## config.mk

```make
export PLATFORM = sky130hd
export DESIGN_NAME = lms_prediction_error_filter_top
export DESIGN_NICKNAME = d
export VERILOG_FILES = /design/src/lpef_pkg.sv /design/src/lms_prediction_error_filter_top.sv /design/src/lpef_hist_ram.sv /design/src/lpef_mul.sv
export SDC_FILE = /design/constraint.sdc
export NUM_CORES = 2
export LEC_CHECK = 0
export ABC_CLOCK_PERIOD_IN_PS = 9700
export BUFFER_PORTS_ARGS = -buffer_cell sky130_fd_sc_hd__buf_2
export CAP_MARGIN = 15
export CORE_ASPECT_RATIO = 1.75
export CORE_MARGIN = 2
export CORE_UTILIZATION = 25
export CTS_CLUSTER_DIAMETER = 150
export DETAILED_ROUTE_END_ITERATION = 7
export GPL_TIMING_DRIVEN = 0
export PLACE_DENSITY_LB_ADDON = 0.15
export REMOVE_ABC_BUFFERS = 1
export SLEW_MARGIN = 20
export SYNTH_ARGS = -nofsm -noshare
export SYNTH_HDL_FRONTEND = slang
export SYNTH_SLANG_ARGS = --single-unit
export TNS_END_PERCENT = 5
```

## constraint.sdc

```tcl
create_clock -name clk -period 9.7 [get_ports clk]
set_clock_uncertainty 0.1 [all_clocks]
set_input_delay 1.94 -clock clk [delete_from_list [all_inputs] [get_ports clk]]
set_output_delay 1.94 -clock clk [all_outputs]
set_load 0.02 [all_outputs]
```

## src/lpef_pkg.sv

```systemverilog
// ----------------------------------------------------------------------------
// LMS prediction error filter package
// Shared widths, command and register codes, and the history port struct.
// ----------------------------------------------------------------------------
`default_nettype none

package lpef_pkg;

  // Sizes (HIST_DEPTH is a power of two, at least MAX_TAPS + MAX_DELAY)
  localparam int MAX_TAPS   = 32;
  localparam int MAX_DELAY  = 32;
  localparam int HIST_DEPTH = 64;

  localparam int HIST_AW = $clog2(HIST_DEPTH);
  localparam int COEF_AW = $clog2(MAX_TAPS);
  localparam int TAP_CW  = $clog2(MAX_TAPS + 1);
  localparam int DLY_W   = $clog2(MAX_DELAY + 1);

  // Field widths
  localparam int SAMPLE_W = 16;
  localparam int COEF_W   = 24;
  localparam int STEP_W   = 16;
  localparam int CFG6_W   = 6;
  localparam int CMD_W    = 2;
  localparam int IDX_W    = 5;
  localparam int WARM_W   = 7;
  localparam int WARM_MAX = 127;

  // Shared multiplier operands: coef, err or step*err on A, sample or step on B
  localparam int MUL_AW = SAMPLE_W + STEP_W + 1;
  localparam int MUL_BW = STEP_W + 1;
  localparam int MUL_PW = MUL_AW + MUL_BW;

  // Input commands
  typedef enum logic [CMD_W-1:0] {
    CMD_SAMPLE = 2'd0,
    CMD_LOAD   = 2'd1,
    CMD_START  = 2'd2,
    CMD_NONE   = 2'd3
  } cmd_t;

  // Configuration register indexes
  localparam int CFG_IDX_W = 2;
  localparam logic [CFG_IDX_W-1:0] REG_NUM_TAPS   = 2'd0;
  localparam logic [CFG_IDX_W-1:0] REG_PRED_DELAY = 2'd1;
  localparam logic [CFG_IDX_W-1:0] REG_STEP_SIZE  = 2'd2;

  // History line port controls
  typedef struct packed {
    logic                rd_en;
    logic [HIST_AW-1:0]  rd_addr;
    logic                wr_en;
    logic [HIST_AW-1:0]  wr_addr;
    logic [SAMPLE_W-1:0] wr_data;
    logic                clear;
  } hist_ctl_t;

endpackage

`default_nettype wire

```

## src/lms_prediction_error_filter_top.sv

```systemverilog
// ----------------------------------------------------------------------------
// LMS prediction error filter
// Sequencer, coefficient store and output register around one multiplier.
// ----------------------------------------------------------------------------
// Each sample transfer gives an error transfer e = x - sum c[k]*x[n-D-k-1];
// load and start-record transfers give none. A sample runs through one
// shared multiplier and one history read port, one tap per cycle, in a
// filter pass and, when adapting, in a second pass for the update. The
// block takes no input while a sample is at work; a finished error waits
// in the output register and the next item is accepted meanwhile.
// Coefficients keep their values across records.
`default_nettype none

module lms_prediction_error_filter_top (
  input  wire logic        clk,
  input  wire logic        rst_n,
  // Input stream
  input  wire logic        in_tvalid,
  output logic             in_tready,
  input  wire logic [47:0] in_tdata,   // sample[15:0], coef_index[20:16], coef_value[44:21]
  input  wire logic [1:0]  in_tuser,   // cmd[1:0]
  // Result stream
  output logic             out_tvalid,
  input  wire logic        out_tready,
  output logic [15:0]      out_tdata,  // pred_error[15:0]
  output logic [1:0]       out_tuser,  // saturated[0] (error or coefficient), adapting[1]
  // Configuration writes
  input  wire logic        cfg_valid,
  output logic             cfg_ready,
  input  wire logic [1:0]  cfg_index,
  input  wire logic [15:0] cfg_data
);
  import lpef_pkg::*;

  localparam int ACC_W      = 48;
  localparam int CSUM_W     = COEF_W + 2;
  localparam int ERR_SHIFT  = 20;
  localparam int UPD_SHIFT  = 26;
  localparam int ERR_RND    = 1 << (ERR_SHIFT - 1);
  localparam int UPD_RND    = 1 << (UPD_SHIFT - 1);
  localparam int ERR_MAX    = 32767;
  localparam int ERR_MIN    = -32768;
  localparam int COEF_MAX   = 8388607;
  localparam int COEF_MIN   = -8388608;

  typedef enum logic [2:0] {
    ST_IDLE,
    ST_FILT,
    ST_ERR,
    ST_SE,
    ST_SEW,
    ST_UPD,
    ST_WB,
    ST_OUT
  } state_t;

  // Input unpacking
  cmd_t                       in_cmd;
  logic signed [SAMPLE_W-1:0] in_sample;
  logic [IDX_W-1:0]           in_coef_index;
  logic signed [COEF_W-1:0]   in_coef_value;

  assign in_cmd        = cmd_t'(in_tuser);
  assign in_sample     = signed'(in_tdata[15:0]);
  assign in_coef_index = in_tdata[20:16];
  assign in_coef_value = signed'(in_tdata[44:21]);

  // Registers
  state_t                     state_r;
  logic [CFG6_W-1:0]          num_taps_r;
  logic [CFG6_W-1:0]          pred_delay_r;
  logic [STEP_W-1:0]          step_r;
  logic [TAP_CW-1:0]          taps_r;
  logic [DLY_W-1:0]           delay_r;
  logic [WARM_W-1:0]          warm_r;
  logic [HIST_AW-1:0]         wptr_r;
  logic signed [SAMPLE_W-1:0] x_r;
  logic signed [ACC_W-1:0]    acc_r;
  logic signed [SAMPLE_W-1:0] e_r;
  logic signed [MUL_AW-1:0]   se_r;
  logic                       sat_r;
  logic                       adapt_r;
  logic [TAP_CW-1:0]          cnt_r;
  logic                       p1_vld_r;
  logic [COEF_AW-1:0]         p1_idx_r;
  logic                       p2_vld_r;
  logic [COEF_AW-1:0]         p2_idx_r;
  logic signed [COEF_W-1:0]   coef_r [MAX_TAPS];
  logic                       out_valid_r;
  logic [SAMPLE_W-1:0]        out_err_r;
  logic                       out_sat_r;
  logic                       out_adapt_r;

  // Datapath nets
  hist_ctl_t                  hist_ctl;
  logic signed [SAMPLE_W-1:0] hist_rd;
  logic                       mul_en;
  logic signed [MUL_AW-1:0]   mul_a;
  logic signed [MUL_BW-1:0]   mul_b;
  logic signed [MUL_PW-1:0]   mul_p;
  logic [COEF_AW-1:0]         coef_idx;
  logic signed [COEF_W-1:0]   coef_rd;
  logic                       issue;
  logic                       loop_done;
  logic signed [ACC_W-1:0]    e_full;
  logic signed [SAMPLE_W-1:0] e_sat;
  logic                       e_ovf;
  logic signed [MUL_PW-1:0]   upd_full;
  logic signed [CSUM_W-1:0]   c_sum;
  logic signed [COEF_W-1:0]   c_sat;
  logic                       c_ovf;
  logic                       in_xfer;
  logic                       out_free;

  assign in_tready  = (state_r == ST_IDLE);
  assign in_xfer    = in_tvalid && in_tready;
  assign cfg_ready  = 1'b1;
  assign out_tvalid = out_valid_r;
  assign out_tdata  = out_err_r;
  assign out_tuser  = {out_adapt_r, out_sat_r};
  assign out_free   = !out_valid_r || out_tready;

  // Tap loop issue and drain
  assign issue     = ((state_r == ST_FILT) || (state_r == ST_UPD)) && (cnt_r < taps_r);
  assign loop_done = (cnt_r == taps_r) && !p1_vld_r && !p2_vld_r;

  // History port: read x[n-D-k-1], write the new sample at the end
  always_comb begin
    hist_ctl.rd_en   = issue;
    hist_ctl.rd_addr = HIST_AW'(32'(wptr_r) + 2 * HIST_DEPTH - 32'(delay_r)
                                - 32'(cnt_r) - 1);
    hist_ctl.wr_en   = (state_r == ST_WB);
    hist_ctl.wr_addr = wptr_r;
    hist_ctl.wr_data = x_r;
    hist_ctl.clear   = in_xfer && (in_cmd == CMD_START);
  end

  lpef_hist_ram u_hist (
    .clk       (clk),
    .rst_n     (rst_n),
    .ctl       (hist_ctl),
    .rd_data_r (hist_rd)
  );

  // Coefficient read: filter reads at the multiply stage, update at write-back
  assign coef_idx = (state_r == ST_UPD) ? p2_idx_r : p1_idx_r;
  assign coef_rd  = coef_r[coef_idx];

  // Multiplier operand selection
  always_comb begin
    mul_en = p1_vld_r;
    mul_a  = MUL_AW'(coef_rd);
    mul_b  = MUL_BW'(hist_rd);
    unique case (state_r)
      ST_SE: begin
        mul_en = 1'b1;
        mul_a  = MUL_AW'(e_r);
        mul_b  = signed'({1'b0, step_r});
      end
      ST_UPD: begin
        mul_a = se_r;
      end
      default: begin
      end
    endcase
  end

  lpef_mul u_mul (
    .clk (clk),
    .en  (mul_en),
    .a   (mul_a),
    .b   (mul_b),
    .p_r (mul_p)
  );

  // Error: round Q.35 sum to Q1.15 and saturate
  always_comb begin
    e_full = (acc_r + ACC_W'(ERR_RND)) >>> ERR_SHIFT;
    e_ovf  = 1'b1;
    if (e_full > ACC_W'(ERR_MAX)) begin
      e_sat = SAMPLE_W'(ERR_MAX);
    end else if (e_full < ACC_W'(ERR_MIN)) begin
      e_sat = SAMPLE_W'(ERR_MIN);
    end else begin
      e_sat = SAMPLE_W'(e_full);
      e_ovf = 1'b0;
    end
  end

  // Coefficient update: round Q.46 to Q.20, add and saturate
  always_comb begin
    upd_full = (mul_p + MUL_PW'(UPD_RND)) >>> UPD_SHIFT;
    c_sum    = CSUM_W'(coef_rd) + CSUM_W'(upd_full);
    c_ovf    = 1'b1;
    if (c_sum > CSUM_W'(COEF_MAX)) begin
      c_sat = COEF_W'(COEF_MAX);
    end else if (c_sum < CSUM_W'(COEF_MIN)) begin
      c_sat = COEF_W'(COEF_MIN);
    end else begin
      c_sat = COEF_W'(c_sum);
      c_ovf = 1'b0;
    end
  end

  // Configuration registers
  always_ff @(posedge clk) begin
    if (!rst_n) begin
      num_taps_r   <= CFG6_W'(1);
      pred_delay_r <= '0;
      step_r       <= '0;
    end else if (cfg_valid && cfg_ready) begin
      unique case (cfg_index)
        REG_NUM_TAPS:   num_taps_r   <= cfg_data[CFG6_W-1:0];
        REG_PRED_DELAY: pred_delay_r <= cfg_data[CFG6_W-1:0];
        REG_STEP_SIZE:  step_r       <= cfg_data;
        default: begin
        end
      endcase
    end
  end

  // Coefficient store: loads and adaptive updates
  always_ff @(posedge clk) begin
    if (!rst_n) begin
      for (int i = 0; i < MAX_TAPS; i++) begin
        coef_r[i] <= '0;
      end
    end else if (in_xfer && (in_cmd == CMD_LOAD)) begin
      if (32'(in_coef_index) < MAX_TAPS) begin
        coef_r[COEF_AW'(in_coef_index)] <= in_coef_value;
      end
    end else if ((state_r == ST_UPD) && p2_vld_r) begin
      coef_r[p2_idx_r] <= c_sat;
    end
  end

  // Tap pipeline: read issue, multiply, accumulate or write back
  always_ff @(posedge clk) begin
    if (!rst_n) begin
      p1_vld_r <= 1'b0;
      p2_vld_r <= 1'b0;
    end else begin
      p1_vld_r <= issue;
      p2_vld_r <= p1_vld_r;
    end
  end

  always_ff @(posedge clk) begin
    p1_idx_r <= COEF_AW'(cnt_r);
    p2_idx_r <= p1_idx_r;
  end

  // Sequencer with output register
  always_ff @(posedge clk) begin
    if (!rst_n) begin
      state_r     <= ST_IDLE;
      warm_r      <= '0;
      wptr_r      <= '0;
      cnt_r       <= '0;
      out_valid_r <= 1'b0;
      sat_r       <= 1'b0;
      adapt_r     <= 1'b0;
    end else begin
      // ST_OUT reloads the register itself when it frees up
      if (out_valid_r && out_tready && (state_r != ST_OUT)) begin
        out_valid_r <= 1'b0;
      end
      unique case (state_r)
        ST_IDLE: begin
          if (in_xfer) begin
            unique case (in_cmd)
              CMD_SAMPLE: begin
                x_r     <= in_sample;
                acc_r   <= ACC_W'(in_sample) <<< ERR_SHIFT;
                taps_r  <= (32'(num_taps_r) > MAX_TAPS) ? TAP_CW'(MAX_TAPS)
                                                        : TAP_CW'(num_taps_r);
                delay_r <= (32'(pred_delay_r) > MAX_DELAY) ? DLY_W'(MAX_DELAY)
                                                           : DLY_W'(pred_delay_r);
                warm_r  <= (32'(warm_r) == WARM_MAX) ? warm_r : warm_r + 1'b1;
                cnt_r   <= '0;
                sat_r   <= 1'b0;
                state_r <= ST_FILT;
              end
              CMD_START: begin
                warm_r <= '0;
                wptr_r <= '0;
              end
              default: begin
              end
            endcase
          end
        end
        ST_FILT: begin
          if (issue) begin
            cnt_r <= cnt_r + 1'b1;
          end
          if (p2_vld_r) begin
            acc_r <= acc_r - ACC_W'(mul_p);
          end
          if (loop_done) begin
            state_r <= ST_ERR;
          end
        end
        ST_ERR: begin
          e_r     <= e_sat;
          sat_r   <= e_ovf;
          adapt_r <= (step_r != '0) &&
                     (32'(warm_r) > 32'(taps_r) + 32'(delay_r));
          state_r <= ST_SE;
        end
        ST_SE: begin
          state_r <= adapt_r ? ST_SEW : ST_WB;
        end
        ST_SEW: begin
          se_r    <= MUL_AW'(mul_p);
          cnt_r   <= '0;
          state_r <= ST_UPD;
        end
        ST_UPD: begin
          if (issue) begin
            cnt_r <= cnt_r + 1'b1;
          end
          if (p2_vld_r && c_ovf) begin
            sat_r <= 1'b1;
          end
          if (loop_done) begin
            state_r <= ST_WB;
          end
        end
        ST_WB: begin
          wptr_r  <= wptr_r + 1'b1;
          state_r <= ST_OUT;
        end
        ST_OUT: begin
          if (out_free) begin
            out_valid_r <= 1'b1;
            out_err_r   <= e_r;
            out_sat_r   <= sat_r;
            out_adapt_r <= adapt_r;
            state_r     <= ST_IDLE;
          end
        end
        default: begin
          state_r <= ST_IDLE;
        end
      endcase
    end
  end

endmodule

`default_nettype wire

```

## src/lpef_hist_ram.sv

```systemverilog
// ----------------------------------------------------------------------------
// LMS prediction error filter history line
// One write and one registered read port; per-entry valid bits make a
// cleared entry read as zero after reset or a record start.
// ----------------------------------------------------------------------------
`default_nettype none

module lpef_hist_ram (
  input  wire logic                          clk,
  input  wire logic                          rst_n,
  input  wire lpef_pkg::hist_ctl_t           ctl,
  output logic signed [lpef_pkg::SAMPLE_W-1:0] rd_data_r
);
  import lpef_pkg::*;

  logic [SAMPLE_W-1:0]   mem [HIST_DEPTH];
  logic [HIST_DEPTH-1:0] valid_r;

  // Sample storage
  always_ff @(posedge clk) begin
    if (ctl.wr_en) begin
      mem[ctl.wr_addr] <= ctl.wr_data;
    end
  end

  // Valid bits: cleared together, set on write
  always_ff @(posedge clk) begin
    if (!rst_n || ctl.clear) begin
      valid_r <= '0;
    end else if (ctl.wr_en) begin
      valid_r[ctl.wr_addr] <= 1'b1;
    end
  end

  // Registered read, unwritten entries read as zero
  always_ff @(posedge clk) begin
    if (ctl.rd_en) begin
      rd_data_r <= valid_r[ctl.rd_addr] ? signed'(mem[ctl.rd_addr]) : '0;
    end
  end

endmodule

`default_nettype wire

```

## src/lpef_mul.sv

```systemverilog
// ----------------------------------------------------------------------------
// LMS prediction error filter shared multiplier
// Signed multiply with a registered product, time-shared by the sequencer
// between filter taps, the step*error term and coefficient updates.
// ----------------------------------------------------------------------------
`default_nettype none

module lpef_mul (
  input  wire logic                               clk,
  input  wire logic                               en,
  input  wire logic signed [lpef_pkg::MUL_AW-1:0] a,
  input  wire logic signed [lpef_pkg::MUL_BW-1:0] b,
  output logic signed [lpef_pkg::MUL_PW-1:0]      p_r
);
  import lpef_pkg::*;

  // Product register
  always_ff @(posedge clk) begin
    if (en) begin
      p_r <= MUL_PW'(a) * MUL_PW'(b);
    end
  end

endmodule

`default_nettype wire
```

==> impl_metrics.py <==
metrics = {
    "timing": {
        "setup_ws_ns": -0.515,
        "drv_slew": 0,
        "setup_tns_ns": -3.96,
        "period_share": 1.05,
        "period_minus_slack_ns": 10.22,
        "hold_viol_final": 0,
        "rsz0062_at_grt": "true",
        "maxSlewHeadroom": 0.185,
        "holdWs_ns": 0.341,
        "setup_viol": 17,
        "max_freq_mhz": 97.9,
        "worst_pin_slew_ns": 1.19,
    },
    "synth": {
        "yosys_warnings": 0,
        "synth-seq-cells": 2130,
        "synth.top_cell.area_share": 0.539,
        "ys_seq_area_frac": 0.562,
        "synth_cell_types": 97,
        "syn-instance-count": 8978,
        "ys.flop_type": "edfxtp_1",
        "synth_area_um2": 111000,
        "synth_most_common_cell": "edfxtp_1",
        "ys_top_cells_by_count": "edfxtp_1 (2001), nor2_1 (1372), nand2_1 (1252)",
        "async_flop_share": 0,
        "avgSynthCellArea_um2": 12.4,
        "synth_edf_count": 2001,
        "synth_area_leaders": "edfxtp_1 (54%), fa_1 (9.8%), mux4_2 (6.9%)",
        "yosys.area.top_type": "edfxtp_1",
    },
    "critical_path": {
        "path_delay_family": "compound AO/OA/AOI/OAI gates",
        "rr_worst_depth": 39,
        "crit_top_cell": "fa_1",
        "crit_buf_inv": 11,
        "critPathRequiredTime_ns": 10.20,
        "r2r-end": "u_mul.p_r[49]",
        "crit_fanout": 47,
        "startpoint_type": "flop",
        "max_stage_delay_ns": 0.55,
        "timing.rr.start": "state_r[1]",
        "worstPathArrival_ns": 10.71,
        "crit_start": "state_r[1]",
        "rrSetupSlack_ns": -0.52,
        "critical_path.slowest_cell": "fa_1",
        "worstSetupPathType": "flop to flop",
        "cp-end-kind": "flop",
    },
    "placement": {
        "place_worst_setup_slack_ns": -4.19,
        "numPortBuffers": 89,
        "post-dp-hpwl_um": 299000,
        "gp_congestion": 0.855,
    },
    "floorplan": {
        "ioPinCount": 94,
        "start_util": 0.251,
        "die_area_um2": 451000,
        "die_w_um": 509,
        "die_h_um": 887,
        "core_area_um2": 444000,
        "rows": 324,
    },
    "clock_network": {
        "clkTransAtPathRegs_ns": 0.06,
        "cts_htree_levels": 4,
        "cts_root_buf": "clkbuf_16",
        "clk_path_buf_depth": 4,
        "numCtsBuffers": 228,
        "cts.sinks": 2130,
        "cts_tree": "built",
        "clock_latency_ns": 0.94,
        "hold_buffers": 0,
    },
    "power": {
        "powerDensity_nw_per_um2": 217,
        "p_leak_nw": 51.0,
        "peakVddDrop_mv": 0.238,
    },
    "routing": {
        "wl_per_cell_um": 26.8,
        "vias": 73200,
        "drc": 0,
        "viasPerCell": 4.74,
        "wirelength_um": 414000,
        "ant_nets": 0,
        "dr.first_iter.drc_count": 5539,
        "first_pass_iters": 6,
    },
    "global_routing": {
        "grt_max_degree": 52,
        "globalRouteTotalUtil": 0.180,
        "grt.busiest_layer": "met2",
        "use_met1": 0.192,
        "grt_use_met2": 0.337,
        "antenna_found_initial": 29,
        "grt_pass1_vias": 77300,
        "use_met3": 0.0219,
        "grt_first_pass_wirelength_um": 580000,
        "grt-ovfl-total": 0,
    },
    "hold_path": {
        "hp-start": "cnt_r[3]",
        "holdCritPathClass": "flop to flop",
        "min_path_cells": 0,
        "holdPathEnd": "p1_idx_r[3]",
    },
    "layout": {
        "nets": 10200,
        "fin_util": 0.312,
        "drive_gt1_frac": 0.203,
        "area_growth_pct": 24.4,
    },
    "run": {
        "max_cap_violations": 0,
    },
    "outcome": {
        "outcome": "finished with violations",
        "violations": "setup timing",
    },
}
## worst reg2reg max path: cells and delay by family, from the launching register on
family | cells | cell delay [ns]
buf+inv | 11 | 1.68
flops | 1 | 0.39
compound gates | 15 | 3.68
fa+ha+maj | 7 | 3.04
simple gates | 5 | 0.75
mux | 1 | 0.23
## worst max path at each step
stage / end / depth (start not counted) / slack, ns
after global placement: u_mul.p_r[49] / 31 / -31.91
after floorplan: u_mul.p_r[49] / 31 / -13.05
after detailed placement: u_mul.p_r[49] / 41 / -4.19
after global routing: u_mul.p_r[49] / 43 / -0.68
after CTS: u_mul.p_r[49] / 44 / -0.59
final: u_mul.p_r[49] / 39 / -0.52
## area by class of cell
type | count | area [um2]
fillers | 44600 | 306000
flip-flops and latches | 2130 | 62700
multi-input cells | 5597 | 47200
repair buffers | 707 | 11200
well taps | 5868 | 7340
clock buffers | 289 | 6150
inverters | 703 | 2680
clock inverters | 126 | 1310
diodes | 35 | 87.6
## report_power, final
group / leakage [nW] / switching, mW / internal (mW)
Combinational: 27.1 / 6.42 / 4.13
Clock: 3.65 / 3.85 / 5.07
Sequential: 20.2 / 0.127 / 10.4
Total: 51.0 / 10.4 / 19.6
## what timing repair did
| item | 4_1_cts | 5_1_grt |
|---|---|---|
| setup endpoints to repair | 391 | 24 |
| cloned | 26 | 6 |
| buffers inserted | 166 | 29 |
| gates resized for setup | 319 | 99 |
| pin swaps | 119 | 99 |
## metrics by stage
step	total power, mW	instances	area (um2)
final	30.0	15500	139000
after global routing	31.3	15400	139000
after CTS	30.2	15400	138000
after detailed placement	20.0	14800	126000
after global placement	20.0	14400	117000
after floorplan	16.4	8427	109000
## cell usage in the layout, fill, tap and decap left out, types with 122 or more instances in the layout
cell type  instances
nor2_1          1282
ha_1             203
clkbuf_16        238
dfxtp_1          122
edfxtp_1        2001
inv_1            677
buf_16           170
mux4_2           341
buf_4            172
nand2_1         1165
fa_1             532
nand3_1          417
## state kept, by name, summed over array words and instances (netlist names), 7 cells and up
name,cells
x_r,16
se_r,33
step_r,16
u_mul.p_r,50
out_tdata,16
e_r,16
coef_r,768
u_hist.rd_data_r,16
u_hist.mem,1024
u_hist.valid_r,64
warm_r,7
acc_r,48
## cell families (layout without fill, tap and decap cells)
logic type,Yosys count,count (layout),synth area share
and+or+nand+nor,3418,3419,0.128
xor gates and xnor gates,165,165,0.0131
DFF,2130,2130,0.562
muxes,440,442,0.0784
other,1,36,0.0000336
AOI/OAI and AO/OA,799,799,0.0506
adders and majority gates,771,771,0.123
buffers and inverters,1254,1825,0.0443
## routing by layer
metal	part of all wire	wire, um
met4	0.070	29100
met3	0.041	16800
met1	0.35	146000
met5	0.00022	92
met2	0.54	222000
Power figures use the tool's default switching activity.
